`src/rtl/bdq_pkg.sv`:
```
// Shared types and constants for the byte deque with remove-by-value.
// No dependencies; used by byte_deque_with_value_remove only.
package bdq_pkg;

   localparam int DEPTH = 16;                  // entries in the store, 2..31
   localparam int AW    = $clog2(DEPTH);       // store address width
   localparam int CW    = $clog2(DEPTH + 1);   // fill count width

   typedef logic [AW-1:0] addr_type;
   typedef logic [CW-1:0] cnt_type;

   typedef enum logic [2:0] {
      OP_PUSH_FRONT = 3'd0,
      OP_PUSH_BACK  = 3'd1,
      OP_POP_FRONT  = 3'd2,
      OP_POP_BACK   = 3'd3,
      OP_REMOVE     = 3'd4,
      OP_CONTAINS   = 3'd5,
      OP_PEEK_FRONT = 3'd6,
      OP_PEEK_BACK  = 3'd7
   } op_type;

   typedef enum logic [1:0] {
      ST_OK        = 2'd0,
      ST_NOT_FOUND = 2'd1,
      ST_EMPTY     = 2'd2,
      ST_FULL      = 2'd3
   } status_type;

   typedef enum logic [1:0] {
      S_IDLE = 2'd0,
      S_READ = 2'd1,
      S_SCAN = 2'd2,
      S_MOVE = 2'd3
   } state_type;

   // Map a position counted from the front to a physical store address.
   function automatic addr_type phys_addr(input addr_type head, input cnt_type pos);
      logic [CW:0] sum;
      sum = {{(CW + 1 - AW){1'b0}}, head} + {1'b0, pos};
      if (sum >= (CW + 1)'(DEPTH)) begin
         sum = sum - (CW + 1)'(DEPTH);
      end
      return sum[AW-1:0];
   endfunction

   function automatic addr_type addr_inc(input addr_type a);
      return (a == AW'(DEPTH - 1)) ? '0 : AW'(a + 1'b1);
   endfunction

   function automatic addr_type addr_dec(input addr_type a);
      return (a == '0) ? AW'(DEPTH - 1) : AW'(a - 1'b1);
   endfunction

endpackage

```
`src/rtl/bdq_ram.sv`:
```
// Generic single-write, single-read synchronous RAM with registered read data.
// Standalone; no package dependencies.
module bdq_ram #(
   parameter int WIDTH = 8,
   parameter int DEPTH = 16
) (
   input  logic                     clock,
   input  logic                     wr_en,
   input  logic [$clog2(DEPTH)-1:0] wr_addr,
   input  logic [WIDTH-1:0]         wr_data,
   input  logic [$clog2(DEPTH)-1:0] rd_addr,
   output logic [WIDTH-1:0]         rd_data
);

   logic [WIDTH-1:0] mem_ff [DEPTH];
   logic [WIDTH-1:0] rd_data_ff;

   always_ff @(posedge clock) begin
      if (wr_en) begin
         mem_ff[wr_addr] <= wr_data;
      end
      rd_data_ff <= mem_ff[rd_addr];
   end

   assign rd_data = rd_data_ff;

endmodule

```
`src/rtl/byte_deque_with_value_remove.sv`:
```
// Byte deque, DEPTH entries, kept as a circular buffer in one synchronous RAM.
// Pushes and any request on an empty queue load the result as they are accepted; a pop
// or peek first reads the RAM (S_READ). Contains and remove walk the store from the
// front at one entry per cycle, then a remove shifts the tail down one entry per cycle.
// One item in flight; the next is taken as the result leaves.
// Reset clears head pointer, fill count, result valid and FSM; the store is never cleared.
module byte_deque_with_value_remove (
   input  logic        clock,
   input  logic        reset,
   input  logic        req_tvalid,
   output logic        req_tready,
   input  logic [7:0]  req_tdata,   // [7:0] data_in
   input  logic [2:0]  req_tuser,   // [2:0] req_type
   output logic        rsp_tvalid,
   input  logic        rsp_tready,
   output logic [15:0] rsp_tdata    // [7:0] data_out, [9:8] status,
                                    // [14:10] fill_count, [15] is_empty
);

   // Controller state
   bdq_pkg::state_type state_ff, state_in;
   bdq_pkg::addr_type  head_ff, head_in;      // physical address of the front
   bdq_pkg::cnt_type   occ_ff, occ_in;        // bytes held
   bdq_pkg::cnt_type   idx_ff, idx_in;        // scan / shift position from front
   bdq_pkg::op_type    op_ff, op_in;
   logic [7:0]         val_ff, val_in;

   // Result register
   logic               rsp_valid_ff;
   logic [7:0]         rsp_data_ff;
   logic [1:0]         rsp_status_ff;
   logic [4:0]         rsp_fill_ff;
   logic               rsp_empty_ff;

   // RAM port
   logic               ram_we;
   bdq_pkg::addr_type  ram_wr_addr;
   logic [7:0]         ram_wr_data;
   bdq_pkg::addr_type  ram_rd_addr;
   logic [7:0]         ram_rd_data;

   // Result load
   logic               rsp_load;
   logic [7:0]         res_data;
   bdq_pkg::status_type res_status;

   // Decode helpers
   bdq_pkg::op_type    req_op;
   logic               req_acc;
   logic               out_free;
   logic               is_full;
   logic               is_empty_now;
   bdq_pkg::cnt_type   occ_last;
   logic               scan_match;
   logic               scan_last;
   logic               move_last;

   assign req_op       = bdq_pkg::op_type'(req_tuser);
   assign out_free     = !rsp_valid_ff || rsp_tready;
   assign req_tready   = (state_ff == bdq_pkg::S_IDLE) && out_free;
   assign req_acc      = req_tvalid && req_tready;
   assign is_full      = (occ_ff == bdq_pkg::CW'(bdq_pkg::DEPTH));
   assign is_empty_now = (occ_ff == '0);
   assign occ_last     = bdq_pkg::CW'(occ_ff - 1'b1);
   assign scan_match   = (ram_rd_data == val_ff);
   assign scan_last    = (idx_ff == occ_last);
   assign move_last    = (bdq_pkg::CW'(idx_ff + 1'b1) == occ_last);

   bdq_ram #(
      .WIDTH (8),
      .DEPTH (bdq_pkg::DEPTH)
   ) u_store (
      .clock   (clock),
      .wr_en   (ram_we),
      .wr_addr (ram_wr_addr),
      .wr_data (ram_wr_data),
      .rd_addr (ram_rd_addr),
      .rd_data (ram_rd_data)
   );

   // Next state
   always_comb begin
      state_in = state_ff;
      case (state_ff)
         bdq_pkg::S_IDLE: begin
            if (req_acc) begin
               case (req_op)
                  bdq_pkg::OP_POP_FRONT, bdq_pkg::OP_POP_BACK,
                  bdq_pkg::OP_PEEK_FRONT, bdq_pkg::OP_PEEK_BACK: begin
                     if (!is_empty_now) state_in = bdq_pkg::S_READ;
                  end
                  bdq_pkg::OP_REMOVE, bdq_pkg::OP_CONTAINS: begin
                     if (!is_empty_now) state_in = bdq_pkg::S_SCAN;
                  end
                  default: state_in = bdq_pkg::S_IDLE;
               endcase
            end
         end
         bdq_pkg::S_READ: state_in = bdq_pkg::S_IDLE;
         bdq_pkg::S_SCAN: begin
            if (scan_match) begin
               if (op_ff == bdq_pkg::OP_CONTAINS || scan_last) begin
                  state_in = bdq_pkg::S_IDLE;
               end else begin
                  state_in = bdq_pkg::S_MOVE;
               end
            end else if (scan_last) begin
               state_in = bdq_pkg::S_IDLE;
            end
         end
         bdq_pkg::S_MOVE: begin
            if (move_last) state_in = bdq_pkg::S_IDLE;
         end
         default: state_in = bdq_pkg::S_IDLE;
      endcase
   end

   // Datapath control
   always_comb begin
      head_in     = head_ff;
      occ_in      = occ_ff;
      idx_in      = idx_ff;
      op_in       = op_ff;
      val_in      = val_ff;
      ram_we      = 1'b0;
      ram_wr_addr = bdq_pkg::phys_addr(head_ff, idx_ff);
      ram_wr_data = ram_rd_data;
      ram_rd_addr = bdq_pkg::phys_addr(head_ff, '0);
      rsp_load    = 1'b0;
      res_data    = '0;
      res_status  = bdq_pkg::ST_OK;
      case (state_ff)
         bdq_pkg::S_IDLE: begin
            if (req_acc) begin
               op_in  = req_op;
               val_in = req_tdata;
               idx_in = '0;
               case (req_op)
                  bdq_pkg::OP_PUSH_FRONT: begin
                     rsp_load = 1'b1;
                     if (is_full) begin
                        res_status = bdq_pkg::ST_FULL;
                     end else begin
                        // grow the buffer backward from the head
                        head_in     = bdq_pkg::addr_dec(head_ff);
                        ram_we      = 1'b1;
                        ram_wr_addr = bdq_pkg::addr_dec(head_ff);
                        ram_wr_data = req_tdata;
                        occ_in      = bdq_pkg::CW'(occ_ff + 1'b1);
                     end
                  end
                  bdq_pkg::OP_PUSH_BACK: begin
                     rsp_load = 1'b1;
                     if (is_full) begin
                        res_status = bdq_pkg::ST_FULL;
                     end else begin
                        ram_we      = 1'b1;
                        ram_wr_addr = bdq_pkg::phys_addr(head_ff, occ_ff);
                        ram_wr_data = req_tdata;
                        occ_in      = bdq_pkg::CW'(occ_ff + 1'b1);
                     end
                  end
                  bdq_pkg::OP_POP_FRONT, bdq_pkg::OP_PEEK_FRONT: begin
                     if (is_empty_now) begin
                        rsp_load   = 1'b1;
                        res_status = bdq_pkg::ST_EMPTY;
                     end else begin
                        ram_rd_addr = bdq_pkg::phys_addr(head_ff, '0);
                        if (req_op == bdq_pkg::OP_POP_FRONT) begin
                           head_in = bdq_pkg::addr_inc(head_ff);
                           occ_in  = occ_last;
                        end
                     end
                  end
                  bdq_pkg::OP_POP_BACK, bdq_pkg::OP_PEEK_BACK: begin
                     if (is_empty_now) begin
                        rsp_load   = 1'b1;
                        res_status = bdq_pkg::ST_EMPTY;
                     end else begin
                        ram_rd_addr = bdq_pkg::phys_addr(head_ff, occ_last);
                        if (req_op == bdq_pkg::OP_POP_BACK) begin
                           occ_in = occ_last;
                        end
                     end
                  end
                  default: begin
                     // remove or contains: start the walk at the front
                     if (is_empty_now) begin
                        rsp_load   = 1'b1;
                        res_status = bdq_pkg::ST_NOT_FOUND;
                     end else begin
                        ram_rd_addr = bdq_pkg::phys_addr(head_ff, '0);
                     end
                  end
               endcase
            end
         end
         bdq_pkg::S_READ: begin
            rsp_load = 1'b1;
            res_data = ram_rd_data;
         end
         bdq_pkg::S_SCAN: begin
            if (scan_match) begin
               if (op_ff == bdq_pkg::OP_CONTAINS) begin
                  rsp_load = 1'b1;
               end else if (scan_last) begin
                  // match at the back: just drop it
                  rsp_load = 1'b1;
                  occ_in   = occ_last;
               end else begin
                  ram_rd_addr = bdq_pkg::phys_addr(head_ff, bdq_pkg::CW'(idx_ff + 1'b1));
               end
            end else if (scan_last) begin
               rsp_load   = 1'b1;
               res_status = bdq_pkg::ST_NOT_FOUND;
            end else begin
               idx_in      = bdq_pkg::CW'(idx_ff + 1'b1);
               ram_rd_addr = bdq_pkg::phys_addr(head_ff, bdq_pkg::CW'(idx_ff + 1'b1));
            end
         end
         bdq_pkg::S_MOVE: begin
            // read data is entry idx+1; write it one slot toward the front
            ram_we      = 1'b1;
            ram_wr_addr = bdq_pkg::phys_addr(head_ff, idx_ff);
            ram_wr_data = ram_rd_data;
            if (move_last) begin
               rsp_load = 1'b1;
               occ_in   = occ_last;
            end else begin
               idx_in      = bdq_pkg::CW'(idx_ff + 1'b1);
               ram_rd_addr = bdq_pkg::phys_addr(head_ff, bdq_pkg::CW'(idx_ff + 2'd2));
            end
         end
         default: begin
         end
      endcase
   end

   // Control registers
   always_ff @(posedge clock) begin
      if (reset) begin
         state_ff     <= bdq_pkg::S_IDLE;
         head_ff      <= '0;
         occ_ff       <= '0;
         rsp_valid_ff <= 1'b0;
      end else begin
         state_ff <= state_in;
         head_ff  <= head_in;
         occ_ff   <= occ_in;
         if (rsp_load) begin
            rsp_valid_ff <= 1'b1;
         end else if (rsp_tready) begin
            rsp_valid_ff <= 1'b0;
         end
      end
   end

   // Payload registers
   always_ff @(posedge clock) begin
      idx_ff <= idx_in;
      op_ff  <= op_in;
      val_ff <= val_in;
      if (rsp_load) begin
         rsp_data_ff   <= res_data;
         rsp_status_ff <= res_status;
         rsp_fill_ff   <= 5'(occ_in);
         rsp_empty_ff  <= (occ_in == '0);
      end
   end

   assign rsp_tvalid = rsp_valid_ff;
   assign rsp_tdata  = {rsp_empty_ff, rsp_fill_ff, rsp_status_ff, rsp_data_ff};

   // Checks
   a_occ_bound: assert property (@(posedge clock) disable iff (reset)
      occ_ff <= bdq_pkg::CW'(bdq_pkg::DEPTH))
      else $error("fill count above depth");

   a_load_free: assert property (@(posedge clock) disable iff (reset)
      rsp_load |-> out_free)
      else $error("result loaded over an untaken result");

   a_push_grows: assert property (@(posedge clock) disable iff (reset)
      (req_acc && (req_op == bdq_pkg::OP_PUSH_BACK || req_op == bdq_pkg::OP_PUSH_FRONT)
       && !is_full) |=> (occ_ff == bdq_pkg::CW'($past(occ_ff) + 1'b1)))
      else $error("push did not grow the queue");

   a_move_no_clash: assert property (@(posedge clock) disable iff (reset)
      (state_ff == bdq_pkg::S_MOVE && !move_last) |-> (ram_wr_addr != ram_rd_addr))
      else $error("shift reads the entry it writes");

   a_head_bound: assert property (@(posedge clock) disable iff (reset)
      head_ff <= bdq_pkg::AW'(bdq_pkg::DEPTH - 1))
      else $error("head pointer out of range");

endmodule
```
`config.mk`:
```
export PLATFORM = sky130hd
export DESIGN_NAME = byte_deque_with_value_remove
export DESIGN_NICKNAME = d
export VERILOG_FILES = /design/src/rtl/bdq_pkg.sv /design/src/rtl/bdq_ram.sv /design/src/rtl/byte_deque_with_value_remove.sv
export SDC_FILE = /design/constraint.sdc
export NUM_CORES = 1
export LEC_CHECK = 0
export BUFFER_PORTS_ARGS = -buffer_cell sky130_fd_sc_hd__clkbuf_2
export CAP_MARGIN = 30
export CORE_MARGIN = 5
export CORE_UTILIZATION = 53
export DETAILED_ROUTE_END_ITERATION = 8
export PLACE_DENSITY = 0.84
export SETUP_SLACK_MARGIN = 0.15
export SYNTH_ARGS = -nofsm -noshare
export SYNTH_HDL_FRONTEND = slang
export SYNTH_SLANG_ARGS = --single-unit
```
`constraint.sdc`:
```
create_clock -name clock -period 3.3 [get_ports clock]
set_clock_uncertainty 0.2 [all_clocks]
set_input_delay 0.165 -clock clock [delete_from_list [all_inputs] [get_ports clock]]
set_output_delay 0.165 -clock clock [all_outputs]
set_load 0.005 [all_outputs]
```
## Word-level counts from Yosys, hierarchy flattened

Memory sizes are Yosys's and may differ from the RTL's. A register that Yosys moved wholly into a read port is not among the register bits.
Index checks and enable logic that the tools add are counted.

- Add/sub/neg operators: 17
- $mul: 0
- Divide/modulo/power cells: 0
- $lt $le $gt $ge: 6
- Equal/unequal tests: 27
- Shifts and indexed selects: 0
- Multiplexer cells: 79
- Bitwise operators: 0
- Reductions and logical operators: 22

Operators with widths:

| kind | number |
|---|---|
| two-way mux 4 bit | 22 |
| two-way mux 5 bit | 14 |
| case mux 5 bit (3 select lines) | 3 |
| two-way mux 8 bit | 4 |
| adder 4 x 5 -> 6 bit | 5 |
| >= comparator 6 x 5 -> 1 bit (second input constant) | 5 |
| subtractor 4 x 1 -> 4 bit (second input constant) | 7 |
| two-way mux 2 bit | 10 |
| two-way mux 1 bit | 17 |
| != test 2 bit (second input constant) | 8 |
| case mux 4 bit (2 select lines) | 2 |
| equality test 3 bit (second input constant) | 5 |
| case mux 2 bit (2 select lines) | 3 |
| case mux 4 bit (3 select lines) | 1 |
| adder 5 x 1 -> 5 bit (second input constant) | 2 |
| equality test 5 bit | 2 |
| zero test 5 bit | 2 |
| AND reduction 5 bit | 2 |
| != test 3 bit (second input constant) | 3 |
| equality test 8 bit | 1 |
| case mux 2 bit (4 select lines) | 1 |
| OR reduction 2 bit | 4 |
| equality test 3 x 2 -> 1 bit (second input constant) | 2 |
| AND reduction 6 bit | 1 |
| other kinds (21) | 25 |

- Bits in registers: 44
- Latch bits: 0
- Bits in writable memories: 128
- Memory bits (read-only): 0
- Input port bits: 15
- Output and inout port bits: 18
- Logic and storage cells: 163
- Memories: 1

Memories:

| memory | words | bits a word | read ports | clocked after memory_dff | wr ports | RTL line | text |
|---|---|---|---|---|---|---|---|
| u_store.mem_ff | 16 | 8 | 1 | 1 | 1 | bdq_ram.sv:15 | `logic [WIDTH-1:0] mem_ff [DEPTH];` |

## Logic depth before layout (Yosys ltp)

Gate-level depths: netlist of run 1.

- Depth in word-level cells: 8
- Depth in mapped cells: 17

## Cells and area by module

Synthesis of run 1 repeated with hierarchy kept, for this count alone.

- Cells, all modules: 594
- Area, all modules: 8,670.8 µm²

By module, submodules not included:

| module | times used | cells an instance | area an instance (µm²) |
|---|---|---|---|
| bdq_ram | 1 | 229 | 5,147.4 |
| byte_deque_with_value_remove | 1 | 365 | 3,523.4 |

## Worst setup path after synthesis of run 1

No wires, ideal clock.

- Path kind: flip-flop to flip-flop
- From: register occ_ff[0]
- To: register u_store.rd_data_ff[6], in the netlist u_store.rd_data[6] (read register of u_store.mem_ff)
- Arrival: 3.114 ns
- Setup slack: -0.144 ns
- Stages on the path, launching flop included: 17
- Period minus slack after synthesis: 3.444 ns
- Cells stage by stage: dfxtp_1 > buf_6 > inv_1 > ha_1 > buf_2 > nor3b_2 > nand2_1 > a211oi_2 > a21oi_1 > a311o_1 > a22oi_2 > buf_6 > buf_4 > mux2i_1 > mux2i_1 > o211ai_1 > o31ai_1

- Word-level cells in the longest chain between the ends: 8
- Elaborated cells on any way between the ends: 16
- Those cells by class: 3 x add/sub; 1 x order compare; 2 x eq/ne; 9 x mux; 1 x reduce/logical

RTL lines:

| element | RTL line | text |
|---|---|---|
| start, declared | byte_deque_with_value_remove.sv:23 | `bdq_pkg::cnt_type occ_ff, occ_in;` |
| start signal, assigned | byte_deque_with_value_remove.sv:249 | `occ_ff <= occ_in;` |
| subtractor 5 x 1 -> 5 bit | byte_deque_with_value_remove.sv:64 | `assign occ_last = bdq_pkg::CW'(occ_ff - 1'b1);` |
| adder 4 x 5 -> 6 bit | bdq_pkg.sv:40 | `sum = {{(CW + 1 - AW){1'b0}}, head} + {1'b0, pos};` |
| >= comparator 6 x 5 -> 1 bit or subtractor 4 x 1 -> 4 bit (tied branches) | bdq_pkg.sv:41, bdq_pkg.sv:42 |  |
| two-way mux 4 bit | bdq_pkg.sv:41 | `if (sum >= (CW + 1)'(DEPTH)) begin` |
| two-way mux 4 bit | byte_deque_with_value_remove.sv:176 | `if (is_empty_now) begin` |
| two-way mux 4 bit | n/a |  |
| two-way mux 4 bit | byte_deque_with_value_remove.sv:134 | `if (req_acc) begin` |
| case mux 4 bit (3 select lines) * | byte_deque_with_value_remove.sv:132 | `case (state_ff)` |
| end, declared | bdq_ram.sv:16 | `logic [WIDTH-1:0] rd_data_ff;` |

Every way passes the cells marked *; elsewhere a longest branch is shown, timed or not.
A chain may end at the register's enable or synchronous reset.

## Final worst setup path of run 1

Same ends and word-level chain as after synthesis.

==> results of run 1 <==
cells in the mapped netlist (4+ instances only):
cell	count
nand2_1	66
a31oi_1	6
nor3_1	12
ha_1	25
buf_4	5
nor2_1	47
a21oi_1	23
o21ai_0	24
inv_1	27
nor2b_1	7
xnor2_1	28
a22oi_1	4
and2_1	13
clkbuf_1	17
a211oi_1	16
fa_1	5
dfxtp_1	20
edfxtp_1	160
xor2_1	10
nand3_1	8
o211ai_1	7
a22o_1	15
buf_2	5
a21o_1	11
mux4_2	7
nand4_1	5
mux2i_1	66
buf_6	5
per-layer routing:
metal	wire, µm	GRT usage [%]
met1	10200	33.8
met2	13000	41.7
met3	2880	5.80
met4	1080	9.94
met5	0	0
layout make-up:
cell class,instances,area (µm²)
flip-flops and latches,180,5220
clock buffers,17,425
fillers,971,5070
clock inverters,15,189
inverters,28,110
repair buffers,159,1350
multi-input cells,461,3950
well taps,220,275
worst reg2reg max path, delay by kind of cell (launching register included):
family / cells / cell delay [ns]
AOI/OAI and AO/OA: 6 / 1.26
and+or+nand+nor: 1 / 0.12
DFF: 1 / 0.38
adders and majority gates: 1 / 0.31
buffers and inverters: 5 / 0.69
xor gates and xnor gates: 1 / 0.20
muxes: 2 / 0.32
state kept, by name (all words and copies together) (netlist names):
register / cells
u_store.mem_ff: 128
rsp_data_ff: 8
u_store.rd_data: 8
val_ff: 8
idx_ff: 5
occ_ff: 5
rsp_fill_ff: 5
head_ff: 4
op_ff: 3
rsp_status_ff: 2
state_ff: 2
rsp_empty_ff: 1
rsp_tvalid: 1
power by group:
group,internal [mW],switching [mW],leakage (nW)
sequential,3.05,0.192,1.63
combinational,1.68,2.26,2.67
clock,1.15,0.971,0.303
what timing repair did:
item                                   in CTS  in global routing
setup endpoints to repair                 140                142
endpoints found under the hold margin      22                  0
hold buffers                               12                  0
setup buffers                              12                 15
pin swaps                                   9                 41
gates cloned                                3                  0
resized for setup                          56                 74
kinds of logic (layout without fill, tap and decap cells):
family / Yosys count / count (layout) / synth area share, %
AOI/OAI and AO/OA: 145 / 145 / 11.5
xor gates and xnor gates: 40 / 40 / 4.16
adders and majority gates: 30 / 30 / 4.62
buffers and inverters: 60 / 219 / 3.22
DFF: 180 / 180 / 58.2
muxes: 74 / 74 / 9.28
and+or+nand+nor: 172 / 172 / 8.95
final timing paths:
check | cells after the start | from | slack, ns | to
max | 16 | occ_ff[0]$_SDFF_PP0_ | -0.30 | u_store.rd_data[6]$_DFF_P_
max reg2reg | 16 | occ_ff[0]$_SDFF_PP0_ | -0.30 | u_store.rd_data[6]$_DFF_P_
min reg2reg | 2 | state_ff[1]$_SDFFE_PP0P_ | 0.41 | state_ff[1]$_SDFFE_PP0P_
min | 2 | req_tuser[1] | 0.13 | op_ff[1]$_DFFE_PP_
==> metrics.csv, run 1 <==
stage;metric;value;unit
clock_network;Num CTS Buffers;17;
flow_run;max-cap violations;0;
synth;Seq/Total Area, Yosys;58.2;%
place;PortBufs;32;
synth;Mapped Cells;701;
synth;Post-synth EDFFs;160;
hold_path;Worst Hold Class;primary input to flip-flop;
clock_network;CTS sink cnt;180;
synth;Synth async-reset ratio;0;%
layout;share of cells above drive strength 1;33.5;%
place;gp weighted congestion;0.955;
place;placed cells;1006;
worst_setup_path;Critical Path Sink Type;flip-flop;
timing;Sum Neg Setup Slack;-1.32;ns
global_routing;vias in the first global route;6627;
layout;commonest non-fill, non-tap cell in the layout;edfxtp_1;
timing;Tmin final;3.60;ns
place;hpwl dp;15800;µm
run_status;status;finished with violations;
power_and_ir_drop;Leakage Power;4.60;nW
die;Die W;140;µm
synth;synth top area cells;edfxtp_1 (54%), mux2i_1 (7.4%), dfxtp_1 (4.5%);
layout;Antenna Cells;0;
global_routing;Global Route Usage Sum;25.7;%
synth;post-synth net total;746;
die;Die ar.;19600;µm²
worst_setup_path;WP data required;3.41;ns
timing;Setup violations, final;8;
timing;Slew Viols, Final;0;
layout;area grow syn2layout;28.8;%
timing;RSZ-0062 raised after global routing;true;
clock_network;later-pin clock latency in the skew report;0.44;ns
detailed_routing;via count;7074;
layout;final non-filler cell total;1080;
synth;Most used DFF post-synth;edfxtp_1;
run_status;failing checks;setup timing;
timing;fmax;0.278;GHz
layout;most frequent cells in the layout;edfxtp_1 (160), buf_4 (93), nand2_1 (59);
detailed_routing;1st-iter DRT viols;1034;
global_routing;initial antenna violation count;0;
synth;Yosys top cell area share;53.8;%
place;Setup WS pre-CTS;-0.173;ns
power_and_ir_drop;PD cells;808;nW/µm²
synth;Yosys reg bits;180;
layout;fin area;11500;µm²
clock_network;clock root buffer;clkbuf_16;
global_routing;largest net degree at the start of global routing;19;
die;CORE AREA;16600;µm²
layout;post-layout util;69.4;%
clock_network;clock tree buffer depth;2;
worst_setup_path;Crit Path Max Fanout;7;
layout;Nets;892;
worst_setup_path;CP arrival;3.71;ns
clock_network;CTS tree;built;
timing;Max-slew headroom;52.2;%
worst_setup_path;largest delay contributor family on the critical path;compound AO/OA/AOI/OAI gates;
die;initial core utilization;53.9;%
global_routing;Congestion Overflow GR;0;
clock_network;clk slew on worst S/H paths;0.07;ns
synth;post-synth cell types;71;
timing;worst setup margin;-0.301;ns
worst_setup_path;Crit Path Category;flip-flop to flip-flop;
worst_setup_path;critical path cell sequence;inv_4, ha_4, xor2_1, nand2_1, a211oi_2, buf_4, a21oi_4, a311o_1, a22oi_2, buf_6, buf_12, buf_12, mux2i_1, mux2i_1, o211ai_1, o31ai_2;
worst_setup_path;WP buf/inv;5;
timing;final hold viol count;0;
detailed_routing;vias per cell;6.55;
synth;Ys Warns;0;
detailed_routing;DRT Wirelength;27100;µm
die;die height;140;µm
global_routing;first-pass GRT wire length;38700;µm
timing;WHS;0.134;ns
place;Post-Place Cell Area;9960;µm²
detailed_routing;DR DRC count;0;
clock_network;H-tree depth;4;
worst_setup_path;Crit-path slowest cell;dfxtp_4;
synth;average size of a mapped cell;12.7;µm²
die;I/O Pins;33;
synth;area of the mapped netlist;8940;µm²
worst_setup_path;Worst setup SP type;flip-flop;
synth;Yosys top cell by area;edfxtp_1;
timing;Final period util;109;%
detailed_routing;Antenna Violating Nets Remaining;0;
power_and_ir_drop;Peak VDD IR;0.000634;V
worst_setup_path;Crit path largest cell delay;0.38;ns
detailed_routing;DRT Pass-1 Iters;7;
power_and_ir_drop;total power draw;9.30;mW
timing;Least-Margin Pin Slew;0.716;ns
detailed_routing;drt wl/cell;25.1;µm
die;Core Rows;47;
Note: power is estimated with default switching activity, not from simulation.
==> run 2, diff against run 1 <==
--- a/config.mk
+++ b/config.mk
@@ -5,12 +5,13 @@
 export SDC_FILE = /design/constraint.sdc
 export NUM_CORES = 1
 export LEC_CHECK = 0
+export ABC_AREA = 1
 export BUFFER_PORTS_ARGS = -buffer_cell sky130_fd_sc_hd__clkbuf_2
 export CAP_MARGIN = 30
 export CORE_MARGIN = 5
 export CORE_UTILIZATION = 53
 export DETAILED_ROUTE_END_ITERATION = 8
-export PLACE_DENSITY = 0.84
+export PLACE_DENSITY = 0.81
 export SETUP_SLACK_MARGIN = 0.15
 export SYNTH_ARGS = -nofsm -noshare
 export SYNTH_HDL_FRONTEND = slang
==> constraint.sdc (replaced) <==
create_clock -name clock -period 4.5 [get_ports clock]
set_clock_uncertainty 0.2 [all_clocks]
set_input_delay 0.225 -clock clock [delete_from_list [all_inputs] [get_ports clock]]
set_output_delay 0.225 -clock clock [all_outputs]
set_load 0.005 [all_outputs]
==> metrics.csv, run 2 <==
stage;metric;value;unit
detailed_routing;top sig layer;met4;
clock_network;CTS Hold Bufs;12;
power_and_ir_drop;PD cells;585;nW/µm²
clock_network;Num CTS Buffers;17;
synth;area of the mapped netlist;9770;µm²
worst_setup_path;Crit Path Max Fanout;12;
power_and_ir_drop;sequential share of power;38.1;%
layout;area grow syn2layout;9.90;%
synth;Synth async-reset ratio;0;%
detailed_routing;met3 wire len;1430;µm
die;Die ar.;21200;µm²
die;Core Rows;49;
die;I/O Pins;33;
synth;synth top area cells;edfxtp_1 (49%), nand3_1 (8.2%), nand2_1 (8.1%);
synth;Yosys top cell area share;49.2;%
detailed_routing;vias per cell;5.64;
timing;fmax;0.271;GHz
layout;Antenna Cells;0;
timing;RSZ-0062 raised after global routing;false;
synth;Post-synth EDFFs;160;
synth;Yosys top cell by area;edfxtp_1;
global_routing;Congestion Overflow GR;0;
synth;largest family of logic cells by synthesized area;simple AND/OR/NAND/NOR gates;
synth;Mapped Cells;1047;
timing;Final period util;82.0;%
timing;final hold viol count;0;
synth;most frequent cell after synthesis;nand2_1;
power_and_ir_drop;Comb pwr share;38.7;%
detailed_routing;DRT Wirelength;23700;µm
timing;Setup violations, final;0;
layout;commonest non-fill, non-tap cell in the layout;nand2_1;
power_and_ir_drop;Leakage Power;4.72;nW
layout;most frequent cells in the layout;nand2_1 (211), inv_1 (170), nand3_1 (161);
layout;Most flops, register;u_store.mem_ff;
timing;Sum Neg Setup Slack;0;ns
detailed_routing;1st-iter DRT viols;894;
clock_network;CTS sink cnt;180;
synth;post-synth net total;1092;
power_and_ir_drop;P_int;3.70;mW
detailed_routing;DR DRC count;0;
clock_network;CTS tree;built;
power_and_ir_drop;Switching Share;41.2;%
run_status;status;finished, final reports clean;
power_and_ir_drop;Clk pwr share;23.2;%
synth;post-synth cell types;48;
power_and_ir_drop;total power draw;6.29;mW
clock_network;later-pin clock latency in the skew report;0.44;ns
flow_run;max-cap violations;0;
place;gp weighted congestion;0.877;
detailed_routing;DRT met1 WL;9380;µm
synth;Synth Area in Compound Gates;5.06;%
clock_network;H-tree depth;4;
detailed_routing;drt wl/cell;17.9;µm
worst_setup_path;path depth of the worst reg2reg path;10;
hold_path;hold depth;3;
die;die height;146;µm
power_and_ir_drop;NetSw;2.59;mW
layout;Largest register FFs;128;
worst_setup_path;Critical Path Sink Type;flip-flop;
timing;Tmin final;3.69;ns
synth;mux cell area share after synthesis;0;%
synth;Post-Synth XOR/XNOR Area;1.79;%
synth;Seq/Total Area, Yosys;53.3;%
detailed_routing;via count;7466;
synth;adder-cell share of the synthesized area;4.23;%
layout;Nets;1127;
clock_network;CTS resizes;0;
detailed_routing;Antenna Violating Nets Remaining;0;
synth;Synth Area in Simple Gates;25.8;%
die;initial core utilization;54.0;%
synth;Ys Warns;0;
hold_path;Worst Hold Class;primary input to flip-flop;
worst_setup_path;Crit Path Category;flip-flop to flip-flop;
clock_network;Post CTS Setup Buffer Count;0;
place;hpwl dp;16100;µm
clock_network;clk slew on worst S/H paths;0.07;ns
worst_setup_path;WP data required;4.37;ns
global_routing;initial antenna violation count;0;
worst_setup_path;Worst setup SP type;flip-flop;
die;CORE AREA;18100;µm²
global_routing;vias in the first global route;7203;
timing;Max-slew headroom;39.2;%
detailed_routing;DRT Pass-1 Iters;5;
timing;Least-Margin Pin Slew;0.909;ns
layout;fillers;1447;
global_routing;largest net degree at the start of global routing;65;
timing;Slew Viols, Final;0;
clock_network;clock tree buffer depth;2;
worst_setup_path;CP arrival;3.56;ns
global_routing;first-pass GRT wire length;37800;µm
layout;share of cells above drive strength 1;12.5;%
global_routing;Global Route Usage Sum;22.4;%
detailed_routing;Routed met2 length;11900;µm
synth;Yosys reg bits;180;
place;PortBufs;32;
synth;average size of a mapped cell;9.33;µm²
clock_network;clock root buffer;clkbuf_16;
power_and_ir_drop;Peak VDD IR;0.000432;V
die;Die W;146;µm
synth;synth cell count leaders;nand2_1 (212), inv_1 (170), nand3_1 (161);
synth;Most used DFF post-synth;edfxtp_1;
==> run 2: changes by cell type in the layout (fill, tap and decap cells not counted), sizes merged, moves of 15 or more <==
| cell | previous run | this run |
|---|---|---|
| a22o | 15 | 0 |
| buf | 114 | 13 |
| inv | 34 | 189 |
| mux2i | 66 | 0 |
| nand2 | 66 | 222 |
| nand3 | 8 | 180 |
| nand3b | 1 | 33 |
| nor2 | 47 | 66 |
| xnor2 | 28 | 12 |
==> run 2: kinds of logic (layout without fill, tap and decap cells) <==
family	after synthesis	in the layout
buf+inv	222	270
fa+ha+maj	30	30
compound gates	82	82
xor+xnor	20	20
flops	180	180
simple gates	513	513
==> run 2: final cells by class <==
cell class	count	area, µm²	area share (%)
clock buffer	17	425	3.96
clock inverter	15	156	1.46
inverter	181	679	6.33
multi-input combinational	645	3610	33.6
sequential	180	5200	48.5
tap	229	287	2.67
timing repair buffer	57	378	3.52
==> run 2: path summary, 6_finish.rpt <==
kind	from	slack (ns)	end
max	head_ff[1]$_SDFFE_PP0P_	0.81	u_store.mem_ff[12][0]$_DFFE_PP_
min	req_tvalid	0.05	rsp_status_ff[1]$_DFFE_PP_
max reg2reg	head_ff[1]$_SDFFE_PP0P_	0.81	u_store.mem_ff[12][0]$_DFFE_PP_
min reg2reg	state_ff[0]$_SDFFE_PP0P_	0.35	state_ff[0]$_SDFFE_PP0P_
==> run 2: worst max-delay path: stages, from the launching register on <==
cell and delay [ns]:
dfxtp_1 0.68, inv_1 0.31, ha_1 0.26, inv_1 0.07
nor3_1 0.06, nor2_1 0.20, nand2_1 0.08, a31o_2 0.24
o21ai_0 0.19, nand2_1 0.27, nor2_1 0.76
==> run 2: metrics by stage <==
step                      utilization [%]  cell area, µm²  instances  hold slack, ns  setup WS [ns]
after floorplan                         -            9770       1047           0.124          0.962
after global placement               55.5           10000       1280           0.223          0.945
after detailed placement             55.5           10000       1280           0.223          0.857
after CTS                            59.4           10700       1324          0.0344          0.854
after global routing                 59.4           10700       1324          0.0662          0.617
final                                59.4           10700       1324          0.0511          0.812
==> run 2: metal layers <==
layer | vias to the layer above | track usage [%]
met5 | - | 0
met4 | 0 | 10.3
met3 | 69 | 3.55
met2 | 335 | 38.8
met1 | 3518 | 27.6
li1 | 3544 | -
==> run 2: power groups by stage <==
stage	Clock (mW)	Sequential [mW]	Combinational (mW)
after global routing	1.53	2.42	2.67
after CTS	1.46	2.40	2.40
after detailed placement	0	2.43	2.37
after floorplan	0	2.39	1.73
final	1.46	2.39	2.44
after global placement	0	2.43	2.32
